--- src/hw/rtl/sdp_data_element_parser_core_macros.svh ---
// Assertion macros for the data element parser.
// Used by the top level only; no other dependency.
`ifndef SDP_DATA_ELEMENT_PARSER_CORE_MACROS_SVH
`define SDP_DATA_ELEMENT_PARSER_CORE_MACROS_SVH

// Same-cycle implication.
`define SDP_ASSERT_IMPLY(lbl, clk, rst_n, ante, cons) \
  lbl: assert property (@(posedge clk) disable iff (!rst_n) (ante) |-> (cons)) \
    else $error("sdp: same-cycle check failed");

// Next-cycle implication.
`define SDP_ASSERT_NEXT(lbl, clk, rst_n, ante, cons) \
  lbl: assert property (@(posedge clk) disable iff (!rst_n) (ante) |=> (cons)) \
    else $error("sdp: next-cycle check failed");

`endif

--- src/hw/rtl/sdp_pkg.sv ---
// Types, codes and constants of the data element parser.
// No dependencies; used by the interfaces and all modules.
package sdp_pkg;

  localparam int unsigned SDP_RES_DEPTH = 4;

  typedef enum logic [3:0] {
    PH_HEADER  = 4'b0001,
    PH_VALUE   = 4'b0010,
    PH_LENGTH  = 4'b0100,
    PH_PAYLOAD = 4'b1000
  } phase_e;

  localparam logic [1:0] RK_DESC    = 2'd0;
  localparam logic [1:0] RK_PAYLOAD = 2'd1;
  localparam logic [1:0] RK_ERROR   = 2'd2;

  localparam logic ERR_HEADER = 1'b0;
  localparam logic ERR_EOB    = 1'b1;

  localparam logic [4:0] TY_NIL  = 5'd0;
  localparam logic [4:0] TY_UINT = 5'd1;
  localparam logic [4:0] TY_SINT = 5'd2;
  localparam logic [4:0] TY_UUID = 5'd3;
  localparam logic [4:0] TY_TEXT = 5'd4;
  localparam logic [4:0] TY_BOOL = 5'd5;
  localparam logic [4:0] TY_SEQ  = 5'd6;
  localparam logic [4:0] TY_ALT  = 5'd7;
  localparam logic [4:0] TY_URL  = 5'd8;

  localparam logic [3:0] EK_NIL     = 4'd0;
  localparam logic [3:0] EK_UINT    = 4'd1;
  localparam logic [3:0] EK_SINT    = 4'd2;
  localparam logic [3:0] EK_UUID16  = 4'd3;
  localparam logic [3:0] EK_UUID32  = 4'd4;
  localparam logic [3:0] EK_UUID128 = 4'd5;
  localparam logic [3:0] EK_BOOL    = 4'd7;
  localparam logic [3:0] EK_WIDE    = 4'd11;

  localparam logic [2:0] SD_ONE     = 3'd0;
  localparam logic [2:0] SD_TWO     = 3'd1;
  localparam logic [2:0] SD_FOUR    = 3'd2;
  localparam logic [2:0] SD_EIGHT   = 3'd3;
  localparam logic [2:0] SD_SIXTEEN = 3'd4;
  localparam logic [2:0] SD_LEN8    = 3'd5;

  localparam logic [31:0] LEN_UUID128 = 32'd16;
  localparam logic [31:0] LEN_WIDE8   = 32'd8;
  localparam logic [31:0] LEN_WIDE16  = 32'd16;

  typedef struct packed {
    logic [7:0] in_byte;
    logic       end_of_buffer;
  } in_item_t;

  typedef struct packed {
    logic [1:0]  record_kind;
    logic [3:0]  elem_kind;
    logic [2:0]  value_width;
    logic [31:0] elem_value;
    logic [31:0] payload_len;
    logic [7:0]  payload_byte;
    logic        payload_end;
    logic        error_code;
    logic        last_of_run;
  } res_t;

  typedef struct packed {
    logic [1:0] cnt;
    res_t       res0;
    res_t       res1;
  } push_t;

  function automatic res_t mk_err(logic code);
    res_t r;
    r = '0;
    r.record_kind = RK_ERROR;
    r.error_code = code;
    return r;
  endfunction

  function automatic res_t mk_desc(logic [3:0] kind, logic [2:0] vw, logic [31:0] val,
                                   logic [31:0] plen);
    res_t r;
    r = '0;
    r.record_kind = RK_DESC;
    r.elem_kind = kind;
    r.value_width = vw;
    r.elem_value = val;
    r.payload_len = plen;
    return r;
  endfunction

  function automatic res_t mk_pay(logic [3:0] kind, logic [7:0] b, logic pe);
    res_t r;
    r = '0;
    r.record_kind = RK_PAYLOAD;
    r.elem_kind = kind;
    r.payload_byte = b;
    r.payload_end = pe;
    return r;
  endfunction

endpackage

--- src/hw/rtl/sdp_in_if.sv ---
// Input channel: one stream byte per item.
// Depends on sdp_pkg.
interface sdp_in_if;
  logic             valid;
  logic             ready;
  sdp_pkg::in_item_t data;

  modport source (output valid, output data, input ready);
  modport sink (input valid, input data, output ready);
endinterface

--- src/hw/rtl/sdp_out_if.sv ---
// Output channel: one parse record per item.
// Depends on sdp_pkg.
interface sdp_out_if;
  logic         valid;
  logic         ready;
  sdp_pkg::res_t data;

  modport source (output valid, output data, input ready);
  modport sink (input valid, input data, output ready);
endinterface

--- src/hw/rtl/sdp_res_fifo.sv ---
// Result queue: takes up to two records a cycle, gives one per handshake.
// Depends on sdp_pkg and sdp_out_if. Depth is a power of two, at least 2.
module sdp_res_fifo #(
  parameter int unsigned Depth = sdp_pkg::SDP_RES_DEPTH
) (
  input  logic            clk_i,
  input  logic            rst_ni,
  input  sdp_pkg::push_t  push_i,
  output logic            room_o,
  sdp_out_if.source       out_o
);

  localparam int unsigned PtrW = $clog2(Depth);
  localparam int unsigned CntW = $clog2(Depth + 1);

  sdp_pkg::res_t   mem_q [Depth];
  logic [PtrW-1:0] wr_q, rd_q;
  logic [CntW-1:0] cnt_q;
  logic            pop;

  assign pop         = out_o.valid & out_o.ready;
  assign out_o.valid = (cnt_q != '0);
  assign out_o.data  = mem_q[rd_q];
  assign room_o      = (cnt_q <= CntW'(Depth - 2));

  always_ff @(posedge clk_i) begin
    if (push_i.cnt != 2'd0) begin
      mem_q[wr_q] <= push_i.res0;
    end
    if (push_i.cnt == 2'd2) begin
      mem_q[wr_q + PtrW'(1)] <= push_i.res1;
    end
  end

  always_ff @(posedge clk_i or negedge rst_ni) begin
    if (!rst_ni) begin
      wr_q  <= '0;
      rd_q  <= '0;
      cnt_q <= '0;
    end else begin
      wr_q  <= wr_q + PtrW'(push_i.cnt);
      rd_q  <= rd_q + PtrW'(pop);
      cnt_q <= cnt_q + CntW'(push_i.cnt) - CntW'(pop);
    end
  end

endmodule

--- src/hw/rtl/sdp_data_element_parser_core.sv ---
// Data element stream parser: takes one byte per item and gives element
// descriptors, payload bytes and errors. A byte is accepted in every cycle
// while the result queue has room for two records; each byte yields zero,
// one or two records, and the queue drains one record per output
// handshake, so the sustained rate is one byte per cycle whenever the
// sink takes every record, and the sink's pace once records back up.
// Depends on sdp_pkg, sdp_in_if, sdp_out_if, sdp_res_fifo and the macro
// header sdp_data_element_parser_core_macros.svh.
`include "sdp_data_element_parser_core_macros.svh"

module sdp_data_element_parser_core #(
  parameter int unsigned ResDepth = sdp_pkg::SDP_RES_DEPTH
) (
  input  logic      clk_i,
  input  logic      rst_ni,
  sdp_in_if.sink    in_i,
  sdp_out_if.source out_o
);

  sdp_pkg::phase_e phase_q, phase_d;
  logic [3:0]      kind_q, kind_d;
  logic [2:0]      sc_q, sc_d;
  logic [31:0]     left_q, left_d;
  logic [31:0]     acc_q, acc_d;

  logic            in_fire;
  logic            room;
  sdp_pkg::push_t  push;
  logic [7:0]      b;
  logic            eob;
  logic [4:0]      hdr_type;
  logic [2:0]      hdr_sd;
  logic [31:0]     acc_shift;
  logic [31:0]     left_dec;
  logic [3:0]      width;
  logic [31:0]     val_v;
  logic [2:0]      val_vw;

  assign in_fire   = in_i.valid & in_i.ready;
  assign in_i.ready = room;
  assign b         = in_i.data.in_byte;
  assign eob       = in_i.data.end_of_buffer;
  assign hdr_type  = b[7:3];
  assign hdr_sd    = b[2:0];
  assign acc_shift = {acc_q[23:0], b};
  assign left_dec  = (left_q != 32'd0) ? (left_q - 32'd1) : 32'd0;
  assign width     = 4'd1 << sc_q[1:0];

  always_comb begin
    val_v  = acc_shift;
    val_vw = 3'd0;
    case (kind_q)
      sdp_pkg::EK_SINT: begin
        case (sc_q[1:0])
          2'd0:    val_v = {{24{acc_shift[7]}}, acc_shift[7:0]};
          2'd1:    val_v = {{16{acc_shift[15]}}, acc_shift[15:0]};
          default: val_v = acc_shift;
        endcase
        val_vw = width[2:0];
      end
      sdp_pkg::EK_UINT: begin
        val_vw = width[2:0];
      end
      sdp_pkg::EK_BOOL: begin
        val_v  = {31'd0, (acc_shift != 32'd0)};
        val_vw = 3'd1;
      end
      default: begin
        val_v  = acc_shift;
        val_vw = 3'd0;
      end
    endcase
  end

  always_comb begin
    phase_d   = phase_q;
    kind_d    = kind_q;
    sc_d      = sc_q;
    left_d    = left_q;
    acc_d     = acc_q;
    push.cnt  = 2'd0;
    push.res0 = '0;
    push.res1 = '0;
    case (phase_q)
      sdp_pkg::PH_VALUE, sdp_pkg::PH_LENGTH: begin
        acc_d  = acc_shift;
        left_d = left_dec;
        if (left_dec == 32'd0) begin
          push.cnt = 2'd1;
          phase_d  = sdp_pkg::PH_HEADER;
          if (phase_q == sdp_pkg::PH_VALUE) begin
            push.res0 = sdp_pkg::mk_desc(kind_q, val_vw, val_v, 32'd0);
          end else if (acc_shift == 32'd0) begin
            push.res0 = sdp_pkg::mk_desc(kind_q, 3'd0, 32'd0, 32'd0);
          end else if (eob) begin
            push.res0 = sdp_pkg::mk_err(sdp_pkg::ERR_EOB);
          end else begin
            push.res0 = sdp_pkg::mk_desc(kind_q, 3'd0, 32'd0, acc_shift);
            left_d    = acc_shift;
            phase_d   = sdp_pkg::PH_PAYLOAD;
          end
        end else if (eob) begin
          push.cnt  = 2'd1;
          push.res0 = sdp_pkg::mk_err(sdp_pkg::ERR_EOB);
          phase_d   = sdp_pkg::PH_HEADER;
        end
      end
      sdp_pkg::PH_PAYLOAD: begin
        left_d    = left_dec;
        push.cnt  = 2'd1;
        push.res0 = sdp_pkg::mk_pay(kind_q, b, (left_dec == 32'd0));
        if (left_dec == 32'd0) begin
          phase_d = sdp_pkg::PH_HEADER;
        end else if (eob) begin
          push.cnt  = 2'd2;
          push.res1 = sdp_pkg::mk_err(sdp_pkg::ERR_EOB);
          phase_d   = sdp_pkg::PH_HEADER;
        end
      end
      default: begin
        acc_d     = 32'd0;
        sc_d      = hdr_sd;
        phase_d   = sdp_pkg::PH_HEADER;
        push.cnt  = 2'd1;
        push.res0 = sdp_pkg::mk_err(sdp_pkg::ERR_HEADER);
        case (hdr_type)
          sdp_pkg::TY_NIL: begin
            if (hdr_sd == sdp_pkg::SD_ONE) begin
              push.res0 = sdp_pkg::mk_desc(sdp_pkg::EK_NIL, 3'd0, 32'd0, 32'd0);
            end
          end
          sdp_pkg::TY_UINT, sdp_pkg::TY_SINT, sdp_pkg::TY_UUID, sdp_pkg::TY_BOOL: begin
            if (hdr_type == sdp_pkg::TY_UUID && hdr_sd == sdp_pkg::SD_SIXTEEN) begin
              if (eob) begin
                push.res0 = sdp_pkg::mk_err(sdp_pkg::ERR_EOB);
              end else begin
                kind_d    = sdp_pkg::EK_UUID128;
                left_d    = sdp_pkg::LEN_UUID128;
                phase_d   = sdp_pkg::PH_PAYLOAD;
                push.res0 = sdp_pkg::mk_desc(sdp_pkg::EK_UUID128, 3'd0, 32'd0,
                                             sdp_pkg::LEN_UUID128);
              end
            end else if ((hdr_type == sdp_pkg::TY_UINT || hdr_type == sdp_pkg::TY_SINT)
                         && (hdr_sd == sdp_pkg::SD_EIGHT || hdr_sd == sdp_pkg::SD_SIXTEEN))
            begin
              if (eob) begin
                push.res0 = sdp_pkg::mk_err(sdp_pkg::ERR_EOB);
              end else begin
                kind_d    = sdp_pkg::EK_WIDE;
                left_d    = (hdr_sd == sdp_pkg::SD_EIGHT) ? sdp_pkg::LEN_WIDE8
                                                          : sdp_pkg::LEN_WIDE16;
                phase_d   = sdp_pkg::PH_PAYLOAD;
                push.res0 = sdp_pkg::mk_desc(sdp_pkg::EK_WIDE, 3'd0, 32'd0,
                  (hdr_sd == sdp_pkg::SD_EIGHT) ? sdp_pkg::LEN_WIDE8 : sdp_pkg::LEN_WIDE16);
              end
            end else if ((hdr_type == sdp_pkg::TY_UUID && hdr_sd != sdp_pkg::SD_TWO
                          && hdr_sd != sdp_pkg::SD_FOUR)
                         || (hdr_type == sdp_pkg::TY_BOOL && hdr_sd != sdp_pkg::SD_ONE)
                         || hdr_sd > sdp_pkg::SD_FOUR) begin
              push.res0 = sdp_pkg::mk_err(sdp_pkg::ERR_HEADER);
            end else if (eob) begin
              push.res0 = sdp_pkg::mk_err(sdp_pkg::ERR_EOB);
            end else begin
              push.cnt = 2'd0;
              left_d   = 32'd1 << hdr_sd;
              phase_d  = sdp_pkg::PH_VALUE;
              if (hdr_type == sdp_pkg::TY_UUID) begin
                kind_d = (hdr_sd == sdp_pkg::SD_TWO) ? sdp_pkg::EK_UUID16
                                                     : sdp_pkg::EK_UUID32;
              end else if (hdr_type == sdp_pkg::TY_BOOL) begin
                kind_d = sdp_pkg::EK_BOOL;
              end else begin
                kind_d = {1'b0, hdr_type[2:0]};
              end
            end
          end
          sdp_pkg::TY_TEXT, sdp_pkg::TY_SEQ, sdp_pkg::TY_ALT, sdp_pkg::TY_URL: begin
            if (hdr_sd < sdp_pkg::SD_LEN8) begin
              push.res0 = sdp_pkg::mk_err(sdp_pkg::ERR_HEADER);
            end else if (eob) begin
              push.res0 = sdp_pkg::mk_err(sdp_pkg::ERR_EOB);
            end else begin
              push.cnt = 2'd0;
              kind_d   = hdr_type[3:0] + 4'd2;
              left_d   = 32'd1 << (hdr_sd - sdp_pkg::SD_LEN8);
              phase_d  = sdp_pkg::PH_LENGTH;
            end
          end
          default: begin
            push.res0 = sdp_pkg::mk_err(sdp_pkg::ERR_HEADER);
          end
        endcase
      end
    endcase
    if (push.cnt == 2'd1) begin
      push.res0.last_of_run = 1'b1;
    end
    if (push.cnt == 2'd2) begin
      push.res1.last_of_run = 1'b1;
    end
    if (!in_fire) begin
      push.cnt = 2'd0;
    end
  end

  always_ff @(posedge clk_i or negedge rst_ni) begin
    if (!rst_ni) begin
      phase_q <= sdp_pkg::PH_HEADER;
      kind_q  <= '0;
      sc_q    <= '0;
      left_q  <= '0;
      acc_q   <= '0;
    end else if (in_fire) begin
      phase_q <= phase_d;
      kind_q  <= kind_d;
      sc_q    <= sc_d;
      left_q  <= left_d;
      acc_q   <= acc_d;
    end
  end

  sdp_res_fifo #(
    .Depth (ResDepth)
  ) u_res_fifo (
    .clk_i  (clk_i),
    .rst_ni (rst_ni),
    .push_i (push),
    .room_o (room),
    .out_o  (out_o)
  );

  `SDP_ASSERT_NEXT(a_payload_last_to_header, clk_i, rst_ni,
    in_fire && phase_q == sdp_pkg::PH_PAYLOAD && left_q == 32'd1,
    phase_q == sdp_pkg::PH_HEADER)
  `SDP_ASSERT_NEXT(a_header_eob_stays_header, clk_i, rst_ni,
    in_fire && phase_q == sdp_pkg::PH_HEADER && in_i.data.end_of_buffer,
    phase_q == sdp_pkg::PH_HEADER)
  `SDP_ASSERT_NEXT(a_value_done_gives_record, clk_i, rst_ni,
    in_fire && phase_q == sdp_pkg::PH_VALUE && left_q == 32'd1,
    out_o.valid)

endmodule
--- src/flat_wrapper.sv ---
// flat-port wrapper written by rule: the top's interface ports become plain ports
module sdp_data_element_parser_core_flat 
#(
  parameter int unsigned ResDepth = sdp_pkg::SDP_RES_DEPTH
)
  (clk_i, rst_ni, in_i_valid, in_i_data, in_i_ready, out_o_valid, out_o_data, out_o_ready);
  sdp_in_if in_i_i ();
  sdp_out_if out_o_i ();
  input  logic clk_i;
  input  logic rst_ni;
  input wire logic [$bits(in_i_i.valid)-1:0] in_i_valid;
  input wire logic [$bits(in_i_i.data)-1:0] in_i_data;
  output wire logic [$bits(in_i_i.ready)-1:0] in_i_ready;
  output wire logic [$bits(out_o_i.valid)-1:0] out_o_valid;
  output wire logic [$bits(out_o_i.data)-1:0] out_o_data;
  input wire logic [$bits(out_o_i.ready)-1:0] out_o_ready;
  assign in_i_i.valid = in_i_valid;
  assign in_i_i.data = in_i_data;
  assign in_i_ready = in_i_i.ready;
  assign out_o_valid = out_o_i.valid;
  assign out_o_data = out_o_i.data;
  assign out_o_i.ready = out_o_ready;
  sdp_data_element_parser_core #(.ResDepth(ResDepth)) u_core (.clk_i(clk_i), .rst_ni(rst_ni), .in_i(in_i_i), .out_o(out_o_i));
endmodule
--- config.mk ---
export PLATFORM = sky130hd
export DESIGN_NAME = sdp_data_element_parser_core_flat
export DESIGN_NICKNAME = d
export VERILOG_FILES = /design/src/hw/rtl/sdp_pkg.sv /design/src/hw/rtl/sdp_in_if.sv /design/src/hw/rtl/sdp_out_if.sv /design/src/hw/rtl/sdp_res_fifo.sv /design/src/hw/rtl/sdp_data_element_parser_core.sv /design/src/flat_wrapper.sv
export VERILOG_INCLUDE_DIRS = /design/src /design/src/hw/rtl
export SDC_FILE = /design/constraint.sdc
export NUM_CORES = 1
export LEC_CHECK = 0
export CORE_MARGIN = 2
export CORE_UTILIZATION = 40
export DETAILED_ROUTE_END_ITERATION = 10
export DONT_BUFFER_PORTS = 1
export SETUP_SLACK_MARGIN = 0.4
export SYNTH_ARGS = -nofsm -noshare
export SYNTH_HDL_FRONTEND = slang
export SYNTH_SLANG_ARGS = --single-unit
--- constraint.sdc ---
create_clock -name clk_i -period 12.3 [get_ports clk_i]
set_input_delay 0.615 -clock clk_i [delete_from_list [all_inputs] [get_ports clk_i]]
set_output_delay 0.615 -clock clk_i [all_outputs]
set_load 0.03 [all_outputs]
# == Word level (Yosys, flattened, before mapping) ==
# Memory sizes are Yosys's and may differ from the RTL's.
# Cells that the tools add are included.
# classes
shift,3
bitwise_logic,4
n_addsub,8
eq_ne,35
n_reduce_logical,30
n_lt_le_gt_ge,3
mux,79
# ops
op,count
$mux W84,12
$mux W32,13
$pmux W32 S2,4
$pmux W84 S3,1
$pmux W86 S2,1
$mux W86,1
$mux W85,1
$mux W4,19
$logic_not A32 Y1,2
$reduce_bool A32 Y1,2
$shl A1 B3 Y32 const A,2
$pmux W24 S2,1
$sub A32 B1 Y32 const B,1
$pmux W4 S2,3
$eq A5 B3 Y1 const B,4
$mux W2,10
$eq A5 B2 Y1 const B,2
$ne A5 B5 Y1 const B,2
$mux W3,3
$reduce_and A9 Y1,1
$eq A4 B2 Y1 const B,2
$eq A4 B3 Y1 const B,2
$ne A4 B4 Y1 const B,2
$reduce_and A8 Y1,1
45 further kinds,70
# totals
word_cells,171
ram_bits,336
output_inout_bits,86
mem_count,1
regBits,73
# memory_table
memory,depth,width,rd,rd_clocked_by_memory_dff,wr,line_no,source
u_core.u_res_fifo.mem_q,4,84,1,0,2,sdp_res_fifo.sv:16,sdp_pkg::res_t mem_q [Depth];

# == Depth between registers and ports, before layout ==
# Gate-level depths: netlist (run 1).
# logic_depth
depth_word,14
ltp_mapped,15

# == By module ==
# Synthesis (run 1) repeated with hierarchy kept, for this count alone.
# unflattened
hier_cells,1549
hier_area_um2,22233.8
# by_module_without_submodules
mod,cells_each,instances,area_each_um2
sdp_res_fifo,853,1,16841.2
sdp_data_element_parser_core,696,1,5392.7

# == Worst setup path before layout (run 1) ==
# No wires, ideal clock.
# synth_timing
path_type,flip-flop to flip-flop
startpoint,register u_core.left_q[0]
endpoint,register u_core.u_res_fifo.cnt_q[2]
path_slack_ps,7937
path_stages_with_launch,16
period_less_slack_ps,4363
path_buffers,0
setup_ps,123
arrival_ps,4240
cell_sequence,dfrtp_1 > inv_1 > ha_1 > nor3b_2 > nand4_2 > o21a_1 > or4b_4 > a2111oi_4 > a21oi_4 > or3_1 > ha_1 > inv_1 > ha_1 > fa_1 > xnor2_1 > xnor2_1
# synth_between
elab_chain_len,8
word_cells_on_any_way,10
# synth_lines
item,line_no,source
"start, declared",sdp_data_element_parser_core.sv:23,"logic [31:0] left_q, left_d;"
"start signal, assigned",sdp_data_element_parser_core.sv:217,left_q <= left_d;
$sub A32 B1 Y32 / $reduce_bool A32 Y1 (equally long branches),sdp_data_element_parser_core.sv:46,assign left_dec = (left_q != 32'd0) ? (left_q - 32'd1) : 32'd0;
$mux W32 *,sdp_data_element_parser_core.sv:46,
$logic_not A32 Y1 *,"sdp_data_element_parser_core.sv:88, sdp_data_element_parser_core.sv:112",
$mux W2 / $mux W86 (equally long branches),"sdp_data_element_parser_core.sv:112, sdp_data_element_parser_core.sv:88",
$pmux W86 S2 *,sdp_data_element_parser_core.sv:84,case (phase_q)
$mux W2 *,sdp_data_element_parser_core.sv:201,if (!in_fire) begin
$add A3 B2 Y3 *,sdp_res_fifo.sv:43,cnt_q <= cnt_q + CntW'(push_i.cnt) - CntW'(pop);
$sub A3 B1 Y3 *,sdp_res_fifo.sv:43,
"end signal, assigned",sdp_res_fifo.sv:43,
"end, declared",sdp_res_fifo.sv:18,logic [CntW-1:0] cnt_q;
# Mark *: on every way between the ends. The rest lies on a longest branch, timed or not.
# A chain may end at the register's enable or synchronous reset.

==> impl_metrics.json, run 1 <==
{
  "status": "finished clean",
  "initialDrtViolationCount": 1345,
  "start_util_pct": 40.3,
  "period_needed_ns": 5.91,
  "power.density_nw_per_um2": 187,
  "antenna_cells": 0,
  "cts.sinks": 409,
  "slew_violations": 0,
  "io_pins": 99,
  "worstPathMaxFanout": 47,
  "cts_hold_buffers": 2,
  "rsz0062_at_grt": "no",
  "cap_violations": 0,
  "postCtsSetupBuffers": 0,
  "r2r_start": "u_core.left_q[0]$_DFFE_PN0P_",
  "synth_compound_area_share_pct": 22.8,
  "vias": 14895,
  "first_global_vias": 14687,
  "core-area_um2": 46300,
  "die_w_um": 220,
  "clk_latency_ns": 0.58,
  "synthToLayoutAreaGrowth_pct": 9.40,
  "syn_area_um2": 18600,
  "cp-startpoint": "u_core.left_q[0]$_DFFE_PN0P_",
  "holdCritPathClass": "primary input to flip-flop",
  "synth-simple-area-share_pct": 14.6,
  "rows": 79,
  "dp_hpwl_um": 37500,
  "grt_start_max_net_pins": 74,
  "synthMuxAreaShare_pct": 10.5,
  "synth_edf_count": 12,
  "grtUsageTotal_pct": 24.4,
  "finalSetupViolCount": 0,
  "synthCells": 1772,
  "cp.required_ns": 12.58,
  "routed_via_density": 6.38,
  "drc_errors": 0,
  "synth_top_area_share_pct": 34.8,
  "leakage_nw": 7.20,
  "numCtsBuffers": 45,
  "cp-end-kind": "flip-flop",
  "yosysWarnings": 0,
  "hold_viol_final": 0,
  "worstMarginPinSlew_ns": 1.10,
  "critPathLaunchType": "flip-flop",
  "syn-num-nets": 1795,
  "placed_cells": 2252,
  "gp_congestion": 0.952,
  "die_area_um2": 48400,
  "synth_xor_area_share_pct": 0.658,
  "fillers": 4359,
  "synth_area_per_cell_um2": 10.5,
  "fin_cells": 2335,
  "cts_tree": "yes",
  "fin_tns_setup_ns": 0,
  "grt_overflow": 0,
  "synth_top_family_by_area": "compound AO/OA/AOI/OAI gates",
  "post-synth-top-area-cell": "dfxtp_1",
  "worstRegToRegCells": 13,
  "ys_seq_area_share_pct": 46.5,
  "drt_wl_total_um": 58800,
  "grt_pass1_wl_um": 90600,
  "wl_per_cell_um": 25.2,
  "port_buffers": 0,
  "netlist_top_cells_area": "dfxtp_1 (35%), mux4_2 (10%), dfrtp_1 (9.7%)",
  "die_h_um": 220,
  "antenna_found_initial": 0,
  "fmaxAchievable_ghz": 0.169,
  "first_pass_iters": 6,
  "synthFlopType": "dfxtp_1",
  "ir_drop_v": 0.000111,
  "clockBufferDepth": 3,
  "worst-r2r-setup-slack_ns": 6.39,
  "clock-root-buffer": "clkbuf_16",
  "crit_arrival_ns": 6.20,
  "drive_above_1_share_pct": 13.1,
  "synth_fa_ha_area_share_pct": 0.711,
  "finClkSkew_ns": 0.0255,
  "crit_end": "u_core.u_res_fifo.mem_q[1][83]$_DFFE_PP_",
  "yosysUniqueCellTypes": 79,
  "htreeDepth": 2,
  "cts_resized": 0,
  "crit_type": "flip-flop to flip-flop",
  "path_clk_slew_ns": 0.06,
  "synth-async-reset-ratio_pct": 17.8,
  "max_slew_margin_pct": 26.8,
  "ant_nets": 0,
  "nNetsFinal": 1717,
  "yosys_register_bits": 409,
  "r2r_end": "u_core.u_res_fifo.mem_q[1][83]$_DFFE_PP_",
  "fin_crit_sh_pct": 48.1
}
==> state kept, by name (all words and copies together), names as in the netlist <==
signal / flops
u_core.sc_q: 2
u_core.left_q: 32
u_core.u_res_fifo.mem_q: 336
u_core.u_res_fifo.rd_q: 2
u_core.u_res_fifo.wr_q: 2
u_core.acc_q: 24
u_core.kind_q: 4
u_core.u_res_fifo.cnt_q: 3
u_core.phase_q: 4
==> critical path: stages (launching register included) <==
cell and delay, ns:
dfrtp_1 0.46, inv_1 0.17, ha_1 0.25, nor3b_2 0.58, nand4_2 0.38, o21a_1 0.29, or4b_4 0.55, a2111oi_4 0.43
a21o_1 0.48, nor3_2 0.08, buf_4 0.27, nor3_4 0.76, buf_4 0.65, inv_1 0.21
==> cells in the mapped netlist (8+ instances only) <==
| master | n |
|---|---|
| dfxtp_1 | 324 |
| o2bb2ai_1 | 192 |
| nand2_1 | 140 |
| a22o_1 | 102 |
| o21ai_0 | 90 |
| a21oi_1 | 87 |
| mux4_2 | 84 |
| nor2_1 | 84 |
| nor3_1 | 84 |
| clkbuf_1 | 78 |
| dfrtp_1 | 72 |
| buf_2 | 49 |
| nand3_1 | 39 |
| or3_1 | 25 |
| inv_1 | 21 |
| nor4_1 | 18 |
| o31ai_1 | 18 |
| and2_1 | 17 |
| a21o_1 | 15 |
| nand4_1 | 14 |
| or4_1 | 14 |
| edfxtp_1 | 12 |
| nand2b_1 | 12 |
| a31oi_1 | 11 |
| buf_1 | 11 |
| buf_6 | 9 |
| ha_1 | 9 |
| xnor2_1 | 8 |
==> stage by stage <==
step	util (%)	power [W]	worst slack (ns)	instance area [um2]	hold slack [ns]
6_report	44.1	0.00381	6.39	20400	0.138
4_1_cts	44.1	0.00384	6.44	20400	0.124
3_5_place_dp	40.9	0.00252	6.47	18900	0.324
2_1_floorplan	-	0.00229	7.94	18600	0.319
3_3_place_gp	40.9	0.00251	6.59	18900	0.324
5_1_grt	44.1	0.00398	6.03	20400	0.136
==> per-layer routing <==
layer | vias up | share of wire (%) | GRT usage [%]
met1 | 7554 | 45 | 34.2
met2 | 552 | 44 | 36.5
met3 | 130 | 7.0 | 4.60
met5 | - | 0 | 0
met4 | 0 | 4.0 | 10.6
li1 | 6659 | - | -
==> cells in the final DEF, fill, tap and decap left out, types with 10 or more instances in the layout <==
master,synthesis,routed
dfrtp_1,72,70
clkbuf_1,78,14
dfxtp_1,324,324
a21oi_1,87,87
nand3_1,39,39
nor2_1,84,84
edfxtp_1,12,12
nor3_1,84,77
a31oi_1,11,11
nor4_1,18,18
or3_1,25,25
nand2_1,140,140
o21ai_0,90,90
buf_4,5,25
a21o_1,15,15
clkbuf_16,0,46
and2_1,17,17
a22o_1,102,102
or4_1,14,10
nand4_1,14,14
mux4_2,84,84
inv_1,21,21
o31ai_1,18,18
o2bb2ai_1,192,192
nand2b_1,12,12
==> layout make-up <==
type | instances | area, um2 | share of cell area [%]
clock buffers | 67 | 1300 | 6.37
clock inverters | 14 | 119 | 0.583
inverters | 21 | 78.8 | 0.386
multi-input cells | 1190 | 9230 | 45.3
flip-flops and latches | 409 | 8680 | 42.6
well taps | 607 | 759 | 3.72
repair buffers | 27 | 225 | 1.10
==> cells by family (layout without fill, tap and decap cells) <==
kind of cell,count (synthesis),after routing
compound gates,566,566
simple gates,510,510
flops,409,409
buf+inv,173,129
mux,90,90
xor+xnor,14,14
fa+ha+maj,10,10
==> worst min path at each step <==
stage / from / endpoint / cells past startpoint
2_1_floorplan: rst_ni / u_core.acc_q[0]$_DFFE_PN0P_ / 0
3_3_place_gp: rst_ni / u_core.left_q[12]$_DFFE_PN0P_ / 0
3_5_place_dp: rst_ni / u_core.left_q[11]$_DFFE_PN0P_ / 0
4_1_cts: in_i_data[0] / u_core.phase_q[2]$_DFFE_PN0P_ / 1
5_1_grt: in_i_data[0] / u_core.phase_q[2]$_DFFE_PN0P_ / 1
6_report: in_i_data[0] / u_core.phase_q[2]$_DFFE_PN0P_ / 1
==> report_power, final <==
group	internal (W)	switching, W	total, W
Clock	0.000754	0.000555	0.00131
Sequential	0.00142	0.000146	0.00157
Combinational	0.000330	0.000607	0.000937
Total	0.00250	0.00131	0.00381
No activity file was read; power rests on OpenSTA's default activity.
==> inputs of run 2 (changes only) <==
==> constraint.sdc (replaced) <==
create_clock -name clk_i -period 5.8 [get_ports clk_i]
set_input_delay 0.29 -clock clk_i [delete_from_list [all_inputs] [get_ports clk_i]]
set_output_delay 0.29 -clock clk_i [all_outputs]
set_load 0.03 [all_outputs]
==> run 2 against run 1 <==
- cell count rose by 0.77%
- first-iteration DRC count rose by 3.8%
- critical endpoint is now u_core.u_res_fifo.mem_q[0][27]$_SDFFE_PP0P_
- non-clock buffer count is 19 higher
- count of clock-buffer cells in the layout increased by 5
- worst hold slack got worse by 0.12 ns
- wire length increased by 0.59%
- sequential share of layout area shrank 0.42 points
==> impl_metrics.json, run 2 (same netlist as run 1, synthesis figures left out) <==
{
  "initialDrtViolationCount": 1396,
  "routed_via_density": 6.37,
  "io_pins": 99,
  "drt_wl_total_um": 59200,
  "rows": 79,
  "path_clk_slew_ns": 0.06,
  "htreeDepth": 2,
  "clock-root-buffer": "clkbuf_16",
  "antenna_found_initial": 0,
  "cts_tree": "yes",
  "ir_drop_v": 0.000271,
  "die_h_um": 220,
  "first_pass_iters": 6,
  "vias": 14996,
  "mostFrequentLayoutCells": "dfxtp_1 (324), o2bb2ai_1 (192), nand2_1 (140)",
  "layout_commonest_cell": "dfxtp_1",
  "power_w": 0.00813,
  "hold_viol_final": 0,
  "cts.sinks": 409,
  "dp_hpwl_um": 37100,
  "finClkSkew_ns": 0.0172,
  "grt_start_max_net_pins": 74,
  "cap_violations": 0,
  "ant_nets": 0,
  "top_regs": "u_core.u_res_fifo.mem_q (336), u_core.left_q (32), u_core.acc_q (24)",
  "start_util_pct": 40.3,
  "max_slew_margin_pct": 18.4,
  "cp-end-kind": "flip-flop",
  "multi_input_area_um2": 9230,
  "grtUsageTotal_pct": 24.3,
  "numCtsBuffers": 45,
  "synthToLayoutAreaGrowth_pct": 10.5,
  "clk_latency_ns": 0.58,
  "die_w_um": 220,
  "largest_reg_flops": 336,
  "finalSetupViolCount": 0,
  "drive_above_1_share_pct": 13.5,
  "nNetsFinal": 1736,
  "grt_pass1_wl_um": 90700,
  "cp.required_ns": 6.30,
  "wl_per_cell_um": 25.1,
  "worstPathMaxFanout": 40,
  "postCtsSetupBuffers": 0,
  "period_needed_ns": 5.04,
  "rsz0062_at_grt": "no",
  "drc_errors": 0,
  "critPathLaunchType": "flip-flop",
  "fillers": 4328,
  "worstMarginPinSlew_ns": 1.22,
  "fin_tns_setup_ns": 0,
  "seqCellArea_um2": 8680,
  "gp_congestion": 0.936,
  "leakage_nw": 7.29,
  "fmaxAchievable_ghz": 0.198,
  "post_dp_cell_area_um2": 19000,
  "fin_crit_sh_pct": 86.9,
  "first_global_vias": 14496,
  "fin_area_um2": 20600,
  "crit_type": "flip-flop to flip-flop",
  "clockBufferDepth": 3,
  "top_register": "u_core.u_res_fifo.mem_q",
  "status": "finished clean",
  "power.density_nw_per_um2": 395,
  "core-area_um2": 46300,
  "grt_overflow": 0,
  "crit_arrival_ns": 5.55,
  "antenna_cells": 0,
  "holdCritPathClass": "primary input to flip-flop",
  "die_area_um2": 48400,
  "port_buffers": 0,
  "slew_violations": 0
}
run 2: critical path, cell delays in order, from the launching register on:
cell and delay (ns):
dfrtp_1 0.45, inv_1 0.16, ha_1 0.27, nor3b_4 0.45
nand4_2 0.31, o21a_1 0.30, or4b_4 0.55, a2111oi_4 0.42
a21o_1 0.50, nor3_1 0.25, nor3_4 0.54, buf_4 0.55
o2bb2ai_1 0.17
run 2: worst paths after layout:
kind	startpoint	cells past startpoint	to	slack [ns]
max in group asynchronous	rst_ni	2	u_core.u_res_fifo.rd_q[1]$_DFF_PN0_	5.17
worst max-delay path	u_core.left_q[0]$_DFFE_PN0P_	12	u_core.u_res_fifo.mem_q[0][27]$_SDFFE_PP0P_	0.76
worst min register to register	u_core.u_res_fifo.mem_q[1][44]$_SDFFE_PP0P_	1	u_core.u_res_fifo.mem_q[1][44]$_SDFFE_PP0P_	0.45
min in group asynchronous	rst_ni	2	u_core.left_q[11]$_DFFE_PN0P_	0.27
worst min-delay path	in_i_data[2]	3	u_core.left_q[2]$_DFFE_PN0P_	0.02
worst max register to register	u_core.left_q[0]$_DFFE_PN0P_	12	u_core.u_res_fifo.mem_q[0][27]$_SDFFE_PP0P_	0.76
run 2: layout make-up:
cell class	count	area share (%)
sequential	409	42.1
clock inverter	8	0.371
tap	607	3.69
timing repair buffer	46	2.10
clock buffer	72	6.51
inverter	21	0.383
multi-input combinational	1190	44.8
run 2: what timing repair did:
| item | CTS | global route |
|---|---|---|
| resized for setup | 0 | 2 |
| endpoints found under the setup margin | 0 | 45 |
| hold buffers | 11 | 0 |
| endpoints found under the hold margin | 133 | 0 |
run 2: power breakdown:
group,switching (W),internal [W]
Clock,0.00119,0.00159
Combinational,0.00133,0.000737
Sequential,0.000270,0.00301
Total,0.00279,0.00534
run 2: metal layers:
metal / global-route usage (%) / vias up / share of wire, %
met5: 0 / - / 0
met4: 8.97 / 0 / 3.3
met3: 4.90 / 129 / 7.5
met2: 38.3 / 666 / 45
met1: 32.9 / 7501 / 44
li1: - / 6700 / -
run 2: per-stage QoR:
step	hold slack, ns	cells	worst slack, ns	util [%]
after detailed placement	-0.00130	2262	0.674	41.2
after global routing	0.0300	2353	0.504	44.5
after floorplan	-0.00559	1772	1.44	-
after CTS	0.00446	2353	0.635	44.5
after global placement	-0.000945	2262	0.826	41.2
final	0.0219	2353	0.757	44.5
==> inputs of run 3 (changes only) <==
==> constraint.sdc (replaced) <==
create_clock -name clk_i -period 5.2 [get_ports clk_i]
set_input_delay 0.26 -clock clk_i [delete_from_list [all_inputs] [get_ports clk_i]]
set_output_delay 0.26 -clock clk_i [all_outputs]
set_load 0.03 [all_outputs]
==> run 3 against run 2 <==
- maximum frequency up 8.3%
- power rose by 15%
- worst hold slack worse by 0.0032 ns
- setup slack got worse by 0.21 ns
- cell count increased by 0.98%
- clock power grew 17%
- die area unchanged
- clock skew grew 0.013 ns
- largest cell class unchanged
- largest power group unchanged
==> impl_metrics.json, run 3 (same netlist as run 1, synthesis figures left out) <==
{
  "finClkSkew_ns": 0.0297,
  "fin_tns_setup_ns": 0,
  "htreeDepth": 2,
  "status": "finished clean",
  "grtUsageTotal_pct": 25.1,
  "numCtsBuffers": 45,
  "fmaxAchievable_ghz": 0.215,
  "clockBufferDepth": 3,
  "period_needed_ns": 4.66,
  "io_pins": 99,
  "dp_hpwl_um": 38200,
  "slew_violations": 0,
  "leakage_nw": 7.50,
  "cp.required_ns": 5.52,
  "drc_errors": 0,
  "power.density_nw_per_um2": 445,
  "first_pass_iters": 7,
  "finalSetupViolCount": 0,
  "holdCritPathClass": "primary input to flip-flop",
  "post_dp_cell_area_um2": 19200,
  "critPathLaunchType": "flip-flop",
  "cts_tree": "yes",
  "top_register": "u_core.u_res_fifo.mem_q",
  "highest_layer": "met4",
  "clock-root-buffer": "clkbuf_16",
  "grt_overflow": 0,
  "nNetsFinal": 1756,
  "crit_arrival_ns": 4.97,
  "gp_congestion": 0.953,
  "drive_above_1_share_pct": 15.0,
  "rows": 79,
  "vias": 15125,
  "ir_drop_v": 0.000268,
  "routed_via_density": 6.37,
  "path_clk_slew_ns": 0.06,
  "fillers": 4308,
  "power_w": 0.00933,
  "hold_start": "in_i_data[6]",
  "route.met2.wl_um": 27400,
  "hold_viol_final": 0,
  "met3_length_um": 4620,
  "rsz0062_at_grt": "yes",
  "cp-startpoint": "u_core.left_q[0]$_DFFE_PN0P_",
  "drt_wl_total_um": 60900,
  "start_util_pct": 40.3,
  "die_h_um": 220,
  "cp-end-kind": "flip-flop",
  "max_slew_margin_pct": 25.8,
  "core-area_um2": 46300,
  "worstMarginPinSlew_ns": 1.11,
  "r2r_start": "u_core.left_q[0]$_DFFE_PN0P_",
  "wl_per_cell_um": 25.6,
  "grt_start_max_net_pins": 74,
  "layout_commonest_cell": "dfxtp_1",
  "mostFrequentLayoutCells": "dfxtp_1 (324), o2bb2ai_1 (192), nand2_1 (140)",
  "cts.sinks": 409,
  "initialDrtViolationCount": 1433,
  "crit_type": "flip-flop to flip-flop",
  "fin_crit_sh_pct": 89.6,
  "largest_reg_flops": 336,
  "drt-met1-wl_um": 27000,
  "grt_pass1_wl_um": 93400,
  "top_regs": "u_core.u_res_fifo.mem_q (336), u_core.left_q (32), u_core.acc_q (24)",
  "clk_latency_ns": 0.59,
  "fin_util_pct": 45.3,
  "first_global_vias": 14774,
  "cap_violations": 0,
  "fin_area_um2": 21000,
  "die_w_um": 220,
  "die_area_um2": 48400,
  "worstPathMaxFanout": 33,
  "port_buffers": 0,
  "ant_nets": 0,
  "synthToLayoutAreaGrowth_pct": 12.4,
  "antenna_found_initial": 0
}
run 3: cell types whose count changed in the layout (fill, tap and decap cells not counted), moves of 3 or more:
cell,before,now
buf_12,3,10
clkbuf_8,7,16
clkinv_2,1,5
buf_4,31,42
dlygate4sd3_1,10,13
clkbuf_1,18,7
run 3: cell type report:
class	count	area (um2)	share of cell area, %
antenna	1	2.50	0.0119
clock buffer	69	1400	6.67
clock inverter	13	123	0.585
multi-input combinational	1190	9250	44.1
tap	607	759	3.62
sequential	409	8680	41.4
timing repair buffer	66	673	3.21
inverter	21	78.8	0.376
run 3: worst paths after layout:
check,end,slack (ns),cells after the start
worst max-delay path,u_core.u_res_fifo.mem_q[3][1]$_DFFE_PP_,0.54,13
worst min-delay path,u_core.kind_q[1]$_DFFE_PN0P_,0.02,3
worst max register to register,u_core.u_res_fifo.mem_q[3][1]$_DFFE_PP_,0.54,13
worst min register to register,u_core.u_res_fifo.mem_q[1][35]$_SDFFE_PP0P_,0.46,1
max in group asynchronous,u_core.u_res_fifo.rd_q[0]$_DFF_PN0_,4.58,2
min in group asynchronous,u_core.left_q[22]$_DFFE_PN0P_,0.27,2
run 3: worst max-delay path, cell delays in order (launching register included):
cell,delay (ns)
dfrtp_1,0.45
inv_1,0.15
ha_1,0.25
or3b_2,0.51
o21ai_0,0.30
nand3_1,0.15
or4_4,0.58
a2111oi_4,0.22
buf_4,0.20
a21o_1,0.46
nor3_2,0.24
nor3_2,0.46
buf_12,0.29
inv_1,0.12
run 3: layer usage:
| metal | track usage (%) | vias to the layer above |
|---|---|---|
| met4 | 9.08 | 0 |
| met2 | 38.5 | 634 |
| met1 | 35.3 | 7609 |
| li1 | - | 6752 |
| met3 | 4.51 | 130 |
| met5 | 0 | - |
run 3: power by group:
| part | total [W] | internal [W] | switching, W |
|---|---|---|---|
| Clock | 0.00326 | 0.00191 | 0.00135 |
| Sequential | 0.00374 | 0.00336 | 0.000378 |
| Combinational | 0.00233 | 0.000884 | 0.00145 |
| Total | 0.00933 | 0.00616 | 0.00318 |
run 3: timing repair:
action,CTS,global route
setup endpoints to repair,66,195
hold buffers,14,0
pin swaps,0,3
buffers inserted,0,5
endpoints found under the hold margin,141,0
gates resized for setup,2,2
run 3: per-stage QoR:
stage,std cells,hold slack (ns),setup WS [ns]
finish,2376,0.0187,0.543
floorplan,1772,-0.0356,0.837
global placement,2274,-0.0307,0.344
CTS,2370,0.00541,0.429
detailed placement,2274,-0.0304,0.269
global route,2375,0.0541,0.316
